**config.mk**
```make
export PLATFORM = sky130hd
export DESIGN_NAME = rtcp_sdes_chunk_parser_flat
export DESIGN_NICKNAME = d
export VERILOG_FILES = /design/src/rtl/core/sdesp_pkg.sv /design/src/rtl/core/sdesp_if.sv /design/src/rtl/core/sdesp_step.sv /design/src/rtl/core/rtcp_sdes_chunk_parser.sv /design/src/flat_wrapper.sv
export SDC_FILE = /design/constraint.sdc
export NUM_CORES = 1
export LEC_CHECK = 0
export BUFFER_PORTS_ARGS = -buffer_cell sky130_fd_sc_hd__clkbuf_2
export CAP_MARGIN = 5
export CORE_MARGIN = 8
export CORE_UTILIZATION = 64
export CTS_CLUSTER_DIAMETER = 40
export CTS_CLUSTER_SIZE = 20
export DETAILED_ROUTE_END_ITERATION = 6
export GPL_ROUTABILITY_DRIVEN = 0
export HOLD_SLACK_MARGIN = 0.03
export PLACE_DENSITY_LB_ADDON = 0.3
export SKIP_CTS_REPAIR_TIMING = 1
export SLEW_MARGIN = 15
export SYNTH_ARGS = -nofsm -noshare
export SYNTH_HDL_FRONTEND = slang
export SYNTH_SLANG_ARGS = --single-unit
```
**constraint.sdc**
```tcl
create_clock -name clk_i -period 15.5 [get_ports clk_i]
set_input_delay 1.55 -clock clk_i [delete_from_list [all_inputs] [get_ports clk_i]]
set_output_delay 1.55 -clock clk_i [all_outputs]
set_load 0.03 [all_outputs]
```
**src/rtl/core/sdesp_pkg.sv**
```systemverilog
`default_nettype none

package sdesp_pkg;

  // Byte position and packet end, in bytes (length in words times four)
  localparam int unsigned PosW     = 18;
  localparam int unsigned ChunkMin = 8;  // SSRC plus the smallest item list
  localparam int unsigned ItemHdr  = 2;  // type and length bytes
  localparam int unsigned AlignW   = 2;  // 32-bit alignment

  localparam logic [AlignW-1:0] AlignLast  = '1;
  localparam logic [AlignW-1:0] AlignFirst = '0;

  // SDES item types: null ends a chunk's item list; CNAME through NOTE are passed on
  localparam logic [7:0] TypeNull  = 8'd0;
  localparam logic [7:0] TypeCname = 8'd1;
  localparam logic [7:0] TypeNote  = 8'd7;

  typedef enum logic [2:0] {
    PH_IDLE = 3'd0,
    PH_SSRC = 3'd1,
    PH_TYPE = 3'd2,
    PH_LEN  = 3'd3,
    PH_DATA = 3'd4,
    PH_PAD  = 3'd5,
    PH_DONE = 3'd6
  } phase_e;

  typedef enum logic [1:0] {
    KIND_START   = 2'd0,
    KIND_DATA    = 2'd1,
    KIND_OVERRUN = 2'd2
  } kind_e;

  typedef struct packed {
    phase_e          phase;
    logic [PosW-1:0] pos;
    logic [PosW-1:0] end_pos;
    logic [4:0]      chunks_left;
    logic [31:0]     ssrc;
    logic [7:0]      cur_type;
    logic [7:0]      bytes_left;
    logic            keep;
  } state_t;

  typedef struct packed {
    kind_e       kind;
    logic [31:0] source_id;
    logic [7:0]  item_type;
    logic [7:0]  item_length;
    logic [7:0]  out_byte;
    logic        last_of_item;
  } result_t;

  typedef struct packed {
    logic [7:0]  data_byte;
    logic        first_byte;
    logic [4:0]  chunk_count;
    logic [15:0] length_words;
  } request_t;

endpackage

`default_nettype wire

```
**src/rtl/core/sdesp_if.sv**
```systemverilog
`default_nettype none

// Byte request channel into the parser
interface sdesp_in_if;
  logic        valid;
  logic        ready;
  logic [7:0]  data_byte;
  logic        first_byte;
  logic [4:0]  chunk_count;
  logic [15:0] length_words;

  modport source (output valid, data_byte, first_byte, chunk_count, length_words,
                  input ready);
  modport sink   (input valid, data_byte, first_byte, chunk_count, length_words,
                  output ready);
endinterface

// Item result channel out of the parser
interface sdesp_out_if;
  logic        valid;
  logic        ready;
  logic [1:0]  kind;
  logic [31:0] source_id;
  logic [7:0]  item_type;
  logic [7:0]  item_length;
  logic [7:0]  out_byte;
  logic        last_of_item;

  modport source (output valid, kind, source_id, item_type, item_length, out_byte,
                  last_of_item, input ready);
  modport sink   (input valid, kind, source_id, item_type, item_length, out_byte,
                  last_of_item, output ready);
endinterface

`default_nettype wire

```
**src/rtl/core/sdesp_step.sv**
```systemverilog
`default_nettype none

// One parse step: next state and optional result for one payload byte
module sdesp_step (
  input  sdesp_pkg::state_t   state_i,
  input  sdesp_pkg::request_t req_i,
  output sdesp_pkg::state_t   state_o,
  output logic                res_valid_o,
  output sdesp_pkg::result_t  res_o
);
  import sdesp_pkg::*;

  logic [PosW:0]   pos_ext;
  logic [PosW:0]   end_ext;
  logic [PosW:0]   new_end_ext;
  logic            fits_chunk;
  logic            hdr_short;
  logic            len_over;
  logic            type_kept;
  logic [7:0]      left_dec;
  logic            first_fits;
  logic            pad_boundary;
  phase_e          phase_d;

  // Shared compares
  assign pos_ext      = {1'b0, state_i.pos};
  assign end_ext      = {1'b0, state_i.end_pos};
  assign new_end_ext  = {1'b0, req_i.length_words, 2'b00};
  assign fits_chunk   = (state_i.chunks_left != '0) &&
                        (pos_ext + (PosW+1)'(ChunkMin) <= end_ext);
  assign first_fits   = (req_i.chunk_count != '0) &&
                        ((PosW+1)'(ChunkMin) <= new_end_ext);
  assign hdr_short    = (pos_ext + (PosW+1)'(ItemHdr) > end_ext);
  assign len_over     = (pos_ext + (PosW+1)'(1) + (PosW+1)'(req_i.data_byte) > end_ext);
  assign type_kept    = req_i.data_byte inside {[TypeCname:TypeNote]};
  assign left_dec     = state_i.bytes_left - 8'd1;
  assign pad_boundary = (state_i.pos[AlignW-1:0] == AlignFirst);

  // Next phase
  always_comb begin
    phase_d = state_i.phase;
    if (req_i.first_byte) begin
      phase_d = first_fits ? PH_SSRC : PH_DONE;
    end else begin
      case (state_i.phase)
        PH_SSRC: begin
          if (state_i.pos[AlignW-1:0] == AlignLast) phase_d = PH_TYPE;
        end
        PH_TYPE: begin
          if (hdr_short)                         phase_d = PH_DONE;
          else if (req_i.data_byte == TypeNull)  phase_d = PH_PAD;
          else                                   phase_d = PH_LEN;
        end
        PH_LEN: begin
          if (len_over)                    phase_d = PH_DONE;
          else if (req_i.data_byte != '0)  phase_d = PH_DATA;
          else                             phase_d = PH_TYPE;
        end
        PH_DATA: begin
          if (left_dec == '0) phase_d = PH_TYPE;
        end
        PH_PAD: begin
          if (pad_boundary) phase_d = fits_chunk ? PH_SSRC : PH_DONE;
        end
        default: phase_d = state_i.phase;
      endcase
    end
  end

  // Datapath and result
  always_comb begin
    state_o              = state_i;
    state_o.phase        = phase_d;
    res_valid_o          = 1'b0;
    res_o.kind           = KIND_START;
    res_o.source_id      = state_i.ssrc;
    res_o.item_type      = state_i.cur_type;
    res_o.item_length    = '0;
    res_o.out_byte       = '0;
    res_o.last_of_item   = 1'b0;

    if (req_i.first_byte) begin
      state_o.end_pos     = {req_i.length_words, 2'b00};
      state_o.chunks_left = req_i.chunk_count;
      state_o.ssrc        = first_fits ? {24'd0, req_i.data_byte} : '0;
      state_o.cur_type    = '0;
      state_o.bytes_left  = '0;
      state_o.keep        = 1'b0;
      state_o.pos         = first_fits ? PosW'(1) : '0;
    end else begin
      case (state_i.phase)
        PH_SSRC: state_o.ssrc = {state_i.ssrc[23:0], req_i.data_byte};
        PH_TYPE: begin
          if (!hdr_short) begin
            if (req_i.data_byte == TypeNull) begin
              state_o.chunks_left = state_i.chunks_left - 5'd1;
            end else begin
              state_o.cur_type = req_i.data_byte;
              state_o.keep     = type_kept;
            end
          end
        end
        PH_LEN: begin
          res_o.item_length = req_i.data_byte;
          if (len_over) begin
            res_valid_o        = 1'b1;
            res_o.kind         = KIND_OVERRUN;
            res_o.last_of_item = 1'b1;
          end else begin
            res_valid_o        = state_i.keep;
            res_o.kind         = KIND_START;
            res_o.last_of_item = (req_i.data_byte == '0);
            state_o.bytes_left = req_i.data_byte;
          end
        end
        PH_DATA: begin
          state_o.bytes_left = left_dec;
          res_valid_o        = state_i.keep;
          res_o.kind         = KIND_DATA;
          res_o.out_byte     = req_i.data_byte;
          res_o.last_of_item = (left_dec == '0);
        end
        PH_PAD: begin
          if (pad_boundary && fits_chunk) state_o.ssrc = {24'd0, req_i.data_byte};
        end
        default: state_o.ssrc = state_i.ssrc;
      endcase

      // Position advances in active phases unless the packet just finished
      if ((state_i.phase != PH_IDLE) && (state_i.phase != PH_DONE) &&
          (phase_d != PH_DONE)) begin
        state_o.pos = state_i.pos + PosW'(1);
      end
    end
  end

endmodule

`default_nettype wire

```
**src/rtl/core/rtcp_sdes_chunk_parser.sv**
```systemverilog
`default_nettype none

// Channel  | Dir | Payload                                                  | Handshake
// in_i     | in  | data_byte, first_byte, chunk_count, length_words         | valid/ready
// out_o    | out | kind, source_id, item_type, item_length, out_byte, last  | valid/ready
//
// One byte per clock while in_i.ready is high: the parse state updates at each accepted request and at
// most one result enters the output register in the same cycle.
// A result appears on out_o in the cycle after its byte is accepted.
// in_i.ready drops only while the output register holds a result that is not taken.
// rst_ni (asynchronous, active low) returns the parser to idle with an empty output.
module rtcp_sdes_chunk_parser (
  input  wire logic    clk_i,
  input  wire logic    rst_ni,
  sdesp_in_if.sink     in_i,
  sdesp_out_if.source  out_o
);
  import sdesp_pkg::*;

  state_t   state_q, state_d;
  result_t  res_q, step_res;
  logic     step_valid;
  logic     out_valid_q, out_valid_d;
  logic     accept;
  request_t req;

  assign req.data_byte    = in_i.data_byte;
  assign req.first_byte   = in_i.first_byte;
  assign req.chunk_count  = in_i.chunk_count;
  assign req.length_words = in_i.length_words;

  assign in_i.ready = !out_valid_q || out_o.ready;
  assign accept     = in_i.valid && in_i.ready;

  sdesp_step u_step (
    .state_i     (state_q),
    .req_i       (req),
    .state_o     (state_d),
    .res_valid_o (step_valid),
    .res_o       (step_res)
  );

  // Output register occupancy
  always_comb begin
    if (accept) out_valid_d = step_valid;
    else        out_valid_d = out_valid_q && !out_o.ready;
  end

  // Parse state and output control
  always_ff @(posedge clk_i or negedge rst_ni) begin
    if (!rst_ni) begin
      state_q     <= '0;
      out_valid_q <= 1'b0;
    end else begin
      if (accept) state_q <= state_d;
      out_valid_q <= out_valid_d;
    end
  end

  // Result payload
  always_ff @(posedge clk_i) begin
    if (accept && step_valid) res_q <= step_res;
  end

  assign out_o.valid        = out_valid_q;
  assign out_o.kind         = res_q.kind;
  assign out_o.source_id    = res_q.source_id;
  assign out_o.item_type    = res_q.item_type;
  assign out_o.item_length  = res_q.item_length;
  assign out_o.out_byte     = res_q.out_byte;
  assign out_o.last_of_item = res_q.last_of_item;

endmodule

`default_nettype wire

```
**src/flat_wrapper.sv**
```systemverilog
// flat-port wrapper written by rule: the top's interface ports become plain ports
module rtcp_sdes_chunk_parser_flat import sdesp_pkg::*;
  (clk_i, rst_ni, in_i_valid, in_i_data_byte, in_i_first_byte, in_i_chunk_count, in_i_length_words, in_i_ready, out_o_valid, out_o_kind, out_o_source_id, out_o_item_type, out_o_item_length, out_o_out_byte, out_o_last_of_item, out_o_ready);
  sdesp_in_if in_i_i ();
  sdesp_out_if out_o_i ();
  input  wire logic clk_i;
  input  wire logic rst_ni;
  input wire logic [$bits(in_i_i.valid)-1:0] in_i_valid;
  input wire logic [$bits(in_i_i.data_byte)-1:0] in_i_data_byte;
  input wire logic [$bits(in_i_i.first_byte)-1:0] in_i_first_byte;
  input wire logic [$bits(in_i_i.chunk_count)-1:0] in_i_chunk_count;
  input wire logic [$bits(in_i_i.length_words)-1:0] in_i_length_words;
  output wire logic [$bits(in_i_i.ready)-1:0] in_i_ready;
  output wire logic [$bits(out_o_i.valid)-1:0] out_o_valid;
  output wire logic [$bits(out_o_i.kind)-1:0] out_o_kind;
  output wire logic [$bits(out_o_i.source_id)-1:0] out_o_source_id;
  output wire logic [$bits(out_o_i.item_type)-1:0] out_o_item_type;
  output wire logic [$bits(out_o_i.item_length)-1:0] out_o_item_length;
  output wire logic [$bits(out_o_i.out_byte)-1:0] out_o_out_byte;
  output wire logic [$bits(out_o_i.last_of_item)-1:0] out_o_last_of_item;
  input wire logic [$bits(out_o_i.ready)-1:0] out_o_ready;
  assign in_i_i.valid = in_i_valid;
  assign in_i_i.data_byte = in_i_data_byte;
  assign in_i_i.first_byte = in_i_first_byte;
  assign in_i_i.chunk_count = in_i_chunk_count;
  assign in_i_i.length_words = in_i_length_words;
  assign in_i_ready = in_i_i.ready;
  assign out_o_valid = out_o_i.valid;
  assign out_o_kind = out_o_i.kind;
  assign out_o_source_id = out_o_i.source_id;
  assign out_o_item_type = out_o_i.item_type;
  assign out_o_item_length = out_o_i.item_length;
  assign out_o_out_byte = out_o_i.out_byte;
  assign out_o_last_of_item = out_o_i.last_of_item;
  assign out_o_i.ready = out_o_ready;
  rtcp_sdes_chunk_parser u_core (.clk_i(clk_i), .rst_ni(rst_ni), .in_i(in_i_i), .out_o(out_o_i));
endmodule
```
==> results.md, run 1 <==
- Largest delay contributor family on the critical path: compound AO/OA/AOI/OAI gates
- Post-synth EDFFs: 59
- Multi-input gate area: 4300 um^2
- Hold endpoint: u_core.out_o.source_id[24]$_DFFE_PP_
- Achievable Freq: 0.155 GHz
- Reg2reg end: u_core.state_q[74]$_DFFE_PN0P_
- Yosys top cell area share: between 20% and 30%
- Power share of the combinational group: roughly 25%
- Slowest cell on the critical path: o211ai_2
- Vias per cell: between 6 and 7
- Register Area: 4070 um^2
- Fin crit period: 6.45 ns
- Fin area: slightly below 10,000 um^2
- Reg power frac: 41.0%
- DP HPWL: 15,800 um
- Yosys warns: 0
- Post-Syn Area per Cell: 10.2 um^2
- CP Launch Type: input port
- Io pins: 95
- Post-synthesis cell area: around 8700 um^2
- FP Rows: 42
- Drt drc: 0
- Grt ovf: 0
- Max stage delay on crit path: between 0.5 and 0.6 ns
- Filler cells: 939
- Final worst-path cycle share: 41.6%
- TritonCTS clock tree: done
- Power Density: about 130 nW/um^2
- Net Sw Power: 0.000442 W
- 1st-iter DRT viols: 875
- Peak VDD IR: around 0.066 mV
- Sum Neg Setup Slack: 0 ns
- # diodes: 0
- Net Sw Frac: ~35%
- Max-slew headroom: 37.3%
- PortBufs: 94
- Largest net degree at the start of global routing: 66
- Largest area contributor in the netlist: dfrtp_1
- Core Util, Final: 74.8%
- Crit path buf inv count: 3
- Slew Viols, Final: 0
- Layout cell share with drive strength beyond 1: 17.7%
- Int Pwr: ~0.00083 W
- CP Capture Type: register
- Final count of hold timing violations: 0
- Clock Sinks: 151
- Unrepaired setup endpoints after global routing: false
- Wire length of the first global-routing pass: 36,600 um
- Reg2Reg Depth: 22
- Worst-Margin Slew: about 0.94 ns
- Yosys cell types: 70
- P_leak: 4.38 nW
- Placement Cell Area: 9300 um^2
- Asr flop ratio synth: 60.9%
- Vias in the first global route: between 6,000 and 7,000
- Maxcap violations: 0
- Routed WL per cell: 20.6 um
- Hold Crit Depth: 0
- Vias: 7,216
- Worst endpoint data arrival time: 6.77 ns
- Final cell count without fillers: 1,120
- Critical Path Most Common Cell: o21ai_0
- WL final: 23,100 um
- DRT Pass-1 Iters: 5
- Sequential share of the synthesized area: 46.9%
- Clock power share: 33.7%
- CP Cell Sequence: clkbuf_2, inv_1, ha_1, nor2b_1, o21ai_0, a21boi_0, o21ai_0, a21boi_0, o21ai_0, a21oi_1, o21ai_0, xnor2_1, ha_1, nand4_1, nor3_1, a211o_1, a31oi_1, a31oi_2, a31oi_1, o211ai_2, buf_4, a31oi_1, a21boi_1
- Type of the worst setup path: input port to register
- Total GRT Usage: 26.1%
- Final Net Count: a little over 1,000
- Syn nets: ~950
- Synth Register Bits: about 150
- Final setup viols: 0
- Hold Path Class: register to register
- Setup Skew: ~0.011 ns
- Die X: between 100 and 150 um
- Clock transition at path regs: 0.07 ns
- Outcome: finished, final reports clean
- CTS root buf: clkbuf_16
- H-tree Lvls: 4
- Worst R2R Start: u_core.state_q[72]$_DFFE_PN0P_
- Worst Path Required: 15.82 ns
- Largest fanout on the critical path: 19
- Initial antenna violation count: 0
- Antenna Nets Post-Route: 0
- Die H: 133 um
- CTS Buf Count: 17
- Synth top area cells: dfrtp_1 (26%), edfxtp_1 (20%), ha_1 (9.2%), nand2_1 (3.1%), xnor2_1 (2.8%)
- Initial Util: 65.6%
- Tot Pwr: 0.00127 W
- Clock buffer depth: 2
- Cells after synthesis: 850
- Core Area: 13,200 um^2
- Worst reg2reg setup slack: 9.73 ns
- Top_reg_cell synth: dfrtp_1
- Top-count cell post-synth: dfrtp_1
- Placed insts: ~1,100
- Launch point of the worst hold path: u_core.state_q[41]$_DFFE_PN0P_
- Die ar.: 17,600 um^2
- Clock latency on the worst-skew pair: 0.44 ns
- Post-synth top cells: dfrtp_1 (92), nand2_1 (72), ha_1 (64)
- Area Growth Syn to Fin: 14.0%
[metrics by stage]
stage / worst slack (ns) / hold slack (ns)
detailed placement: 8.85 / 0.436
CTS: 9.20 / 0.453
finish: 9.05 / 0.460
floorplan: 7.68 / 0.425
global route: 8.56 / 0.479
global placement: 9.01 / 0.434
[layer usage]
| layer | vias up | part of all wire, % | GRT usage [%] |
|---|---|---|---|
| met1 | 3460 | 40 | 31.8 |
| li1 | 3307 | - | - |
| met2 | 392 | 48 | 42.8 |
| met3 | 57 | 9.2 | 7.31 |
| met4 | 0 | 2.9 | 11.2 |
| met5 | - | 0 | 0 |
[kinds of logic after synthesis]
logic type,Yosys count,synth area share (%)
compound gates,207,16.3
xor+xnor,41,4.13
fa+ha+maj,65,9.44
buf+inv,86,3.94
flops,151,46.9
mux,26,3.22
simple gates,274,16.1
[state kept, by name, indices dropped and copies added, names as in the netlist]
register                   flops
u_core.out_o.valid             1
u_core.state_q                91
u_core.out_o.source_id        32
u_core.out_o.out_byte          8
u_core.out_o.item_type         8
u_core.out_o.kind              2
u_core.out_o.item_length       8
u_core.out_o.last_of_item      1
[power groups by stage]
stage	clock network [W]	registers (W)	logic, W
final	0.000430	0.000522	0.000323
after global routing	0.000449	0.000527	0.000359
after CTS	0.000430	0.000519	0.000318
after detailed placement	0	0.000526	0.000311
after global placement	0	0.000523	0.000302
after floorplan	0	0.000502	0.000242
[cell type report]
class,count,share of cell area [%]
flip-flops and latches,151,41.1
multi-input cells,613,43.4
repair buffers,103,5.46
clock inverters,15,1.86
clock buffers,17,4.29
inverters,45,1.70
well taps,176,2.22
[worst max-delay path by stage]
stage                       from                                   endpoint  cells past startpoint
2_1_floorplan  in_i_data_byte[0]  u_core.out_o.item_length[0]$_SDFFCE_PP0P_                     18
3_3_place_gp   in_i_data_byte[0]             u_core.state_q[81]$_DFFE_PN0P_                     23
3_5_place_dp   in_i_data_byte[0]             u_core.state_q[79]$_DFFE_PN0P_                     23
4_1_cts        in_i_data_byte[0]             u_core.state_q[74]$_DFFE_PN0P_                     23
5_1_grt        in_i_data_byte[0]             u_core.state_q[75]$_DFFE_PN0P_                     23
6_report       in_i_data_byte[0]             u_core.state_q[74]$_DFFE_PN0P_                     23
[placed cells by master, fill, tap and decap left out, types with 28 or more instances in the layout]
| master | count |
|---|---|
| edfxtp_1 | 59 |
| xnor2_1 | 28 |
| nor2_1 | 55 |
| ha_1 | 64 |
| inv_1 | 44 |
| dfrtp_1 | 92 |
| nand2_1 | 72 |
| clkbuf_2 | 93 |
| o21ai_0 | 44 |
| a21oi_1 | 47 |
Power figures use the tool's default switching activity.
==> inputs of run 2 (changes only) <==
Settings changed: ABC_AREA set to 1, CORE_UTILIZATION 64 to 60.
Clock period 15.5 ns to 6 ns, I/O delays scaled along.
==> run 2 against run 1 <==
Compared with the run above:
- worst hold slack worse by 0.31 ns
- clock-buffer cell count is 1 higher
- non-clock buffer count is 4 lower
- synthesized cell count is 20% higher
- utilization is 5.4 points lower
- routed wire length is 2.2% lower
- largest power group unchanged
==> results.md, run 2 <==
- Compound-Gate Fraction of Synth Area: 9.85% (-6.4 points)
- DP HPWL: 16,500 um (+4.8%)
- # diodes: 0 (unchanged)
- Worst R2R Start: u_core.state_q[72]$_DFFE_PN0P_
- DRT Pass-1 Iters: 7 (+2)
- Syn nets: 1,117 (+18%)
- Slew Viols, Final: 0 (unchanged)
- Filler cells: 1,137 (+21%)
- Top_reg_cell synth: dfrtp_1
- Post-synth EDFFs: 59 (unchanged)
- Final Net Count: 1,207 (+17%)
- Achievable Freq: 0.189 GHz
- Final count of hold timing violations: 0 (unchanged)
- Post-Synth XOR/XNOR Area: 5.19% (+1.1 points)
- Critical Path Most Common Cell: nand2_1
- Grt ovf: 0 (unchanged)
- Outcome: finished, final reports clean
- Register Area: 4070 um^2 (unchanged)
- Synth Area in Adders: 9.35% (-0.094 points)
- WL final: 22,600 um (-2.2%)
- Largest area contributor in the netlist: dfrtp_1
- 1st-iter DRT viols: 818 (-6.5%)
- Clock latency on the worst-skew pair: 0.43 ns (about the same)
- Unrepaired setup endpoints after global routing: false
- Vias in the first global route: 7,226 (+3.3%)
- Sequential share of the synthesized area: 46.4% (-0.47 points)
- Hold Path Class: input port to async pin
- Routed WL per cell: 17.3 um (-16%)
- Largest fanout on the critical path: 20 (+1)
- Fin crit period: 5.29 ns
- Synth top area cells: dfrtp_1 (26%), edfxtp_1 (20%), ha_1 (9.1%), nand2_1 (8.5%), inv_1 (6.4%)
- Die X: 137 um (+3.3%)
- Die ar.: 18,800 um^2 (+6.8%)
- Worst endpoint data arrival time: 5.60 ns (-1.17 ns)
- TritonCTS clock tree: done
- Die H: 137 um (+3.3%)
- PortBufs: 94 (unchanged)
- Final setup viols: 0 (unchanged)
- Simple-gate share of the synthesized area: 21.0% (+4.9 points)
- Vias per cell: 5.74 (-11%)
- Asr flop ratio synth: 60.9% (unchanged)
- Number of flip-flops in the largest register: 91 (unchanged)
- Yosys warns: 0 (unchanged)
- Clock transition at path regs: 0.06 ns (about the same)
- Worst-Margin Slew: 0.912 ns (-0.0262 ns)
- Vias: 7,486 (+3.7%)
- Maxcap violations: 0 (unchanged)
- Worst Path Required: 6.31 ns (-9.51 ns)
- Reg2Reg Depth: 36 (+64%)
- Post-synth top cells: nand2_1 (198), inv_1 (149), nor2_1 (105)
- Max stage delay on crit path: 0.51 ns (-0.08 ns)
- Multiplexer share of the synthesized area: 0% (-3.2 points)
- Wire length of the first global-routing pass: 36,000 um (-1.7%)
- Clock buffer depth: 2 (unchanged)
- Post-synthesis cell area: 8780 um^2 (+1.0%)
- Sum Neg Setup Slack: 0 ns (unchanged)
- Power Density: 285 nW/um^2 (+120%)
- Area Growth Syn to Fin: 14.1% (about the same)
- Initial antenna violation count: 0 (unchanged)
- Peak VDD IR: 0.208 mV (+210%)
- Layout cell share with drive strength beyond 1: 14.7% (-3.0 points)
- Yosys cell types: 42 (-40%)
- Most frequent cells in the layout: nand2_1 (198), inv_1 (149), nor2_1 (104)
- Slowest cell on the critical path: dfrtp_1
- Antenna Nets Post-Route: 0 (unchanged)
- Total GRT Usage: 24.6% (-1.6 points)
- H-tree Lvls: 4 (unchanged)
- Post-Syn Area per Cell: 8.62 um^2 (-16%)
- P_leak: 4.85 nW (+11%)
- FP Rows: 44 (+4.8%)
- Hold Slack: 0.145 ns (-0.315 ns)
- Worst reg2reg setup slack: 0.71 ns (-9.02 ns)
- Setup Skew: 0.0138 ns (+0.00319 ns)
- Final worst-path cycle share: around 90%
- CP Capture Type: register
- Yosys top cell area share: 26.2% (-0.26 points)
- Initial Util: 60.9% (-4.8 points)
- Type of the worst setup path: register to register
- Reg2reg end: u_core.state_q[74]$_DFFE_PN0P_
- Drt drc: 0 (unchanged)
- CTS root buf: clkbuf_16
- Clock Sinks: 151 (unchanged)
- Synth Register Bits: 151 (unchanged)
- Cells after synthesis: 1,018 (+20%)
- CTS Buf Count: 17 (unchanged)
- Max-slew headroom: 39.1% (+1.7 points)
- Biggest register: u_core.state_q
- Largest net degree at the start of global routing: 54 (-18%)
- Most common cell after layout, fill and taps aside: nand2_1
- CP Launch Type: register
- Top-count cell post-synth: nand2_1
- Io pins: 95 (unchanged)
- Multi-input gate area: 4000 um^2 (-6.9%)
- Core Area: 14,400 um^2 (+8.9%)
- Largest family of logic cells by synthesized area: simple AND/OR/NAND/NOR gates
-- run 2: per-layer routing --
metal	routed length (um)	GRT usage, %
met5	0	0
met4	926	11.5
met1	9000	30.6
met2	10700	39.9
met3	2010	5.43
-- run 2: report_power, final --
part           switching (W)  internal (W)  total [W]  leakage (nW)
clock               0.000433      0.000700    0.00113         0.298
sequential         0.0000523       0.00115    0.00120          1.77
combinational       0.000354      0.000171   0.000525          2.78
-- run 2: worst max-delay path by stage --
stage | startpoint | cells after the start | endpoint | slack (ns)
global placement | in_i_data_byte[2] | 36 | u_core.state_q[76]$_DFFE_PN0P_ | 0.97
CTS | u_core.state_q[72]$_DFFE_PN0P_ | 36 | u_core.state_q[74]$_DFFE_PN0P_ | 0.88
global route | u_core.state_q[72]$_DFFE_PN0P_ | 36 | u_core.state_q[80]$_DFFE_PN0P_ | 0.22
finish | u_core.state_q[72]$_DFFE_PN0P_ | 36 | u_core.state_q[74]$_DFFE_PN0P_ | 0.71
detailed placement | in_i_data_byte[2] | 37 | u_core.state_q[74]$_DFFE_PN0P_ | 0.77
floorplan | in_i_data_byte[2] | 30 | u_core.out_o.item_length[0]$_SDFFCE_PP0P_ | 0.86
-- run 2: cells by family after synthesis --
kind of cell / Yosys count
AND/OR/NAND/NOR: 419
AO/OA/AOI/OAI: 152
buffers and inverters: 179
XOR/XNOR: 52
adder cells (fa/ha/maj): 65
flip-flops: 151
-- run 2: layout make-up --
type / instances / area share, %
clock buffer: 18 / 4.29
clock inverter: 13 / 1.92
inverter: 151 / 5.66
multi-input combinational: 688 / 39.9
sequential: 151 / 40.7
tap: 184 / 2.30
timing repair buffer: 99 / 5.22
-- run 2: critical path, delay by kind of cell (launching register included) --
family	cells	cell delay (ns)
AO/OA/AOI/OAI	5	0.54
XOR/XNOR	1	0.17
adder cells (fa/ha/maj)	2	0.55
buffers and inverters	4	0.67
flip-flops	1	0.51
AND/OR/NAND/NOR	24	2.70
-- run 2: metrics by stage --
stage	utilization [%]	instance area (um^2)	cells	setup slack (ns)	power (W)
after global routing	69.4	10000	1304	0.218	0.00299
after global placement	65.1	9390	1273	0.971	0.00171
after floorplan	-	8780	1018	0.862	0.00157
final	69.4	10000	1304	0.709	0.00286
after detailed placement	65.1	9390	1273	0.772	0.00172
after CTS	69.4	10000	1304	0.876	0.00286
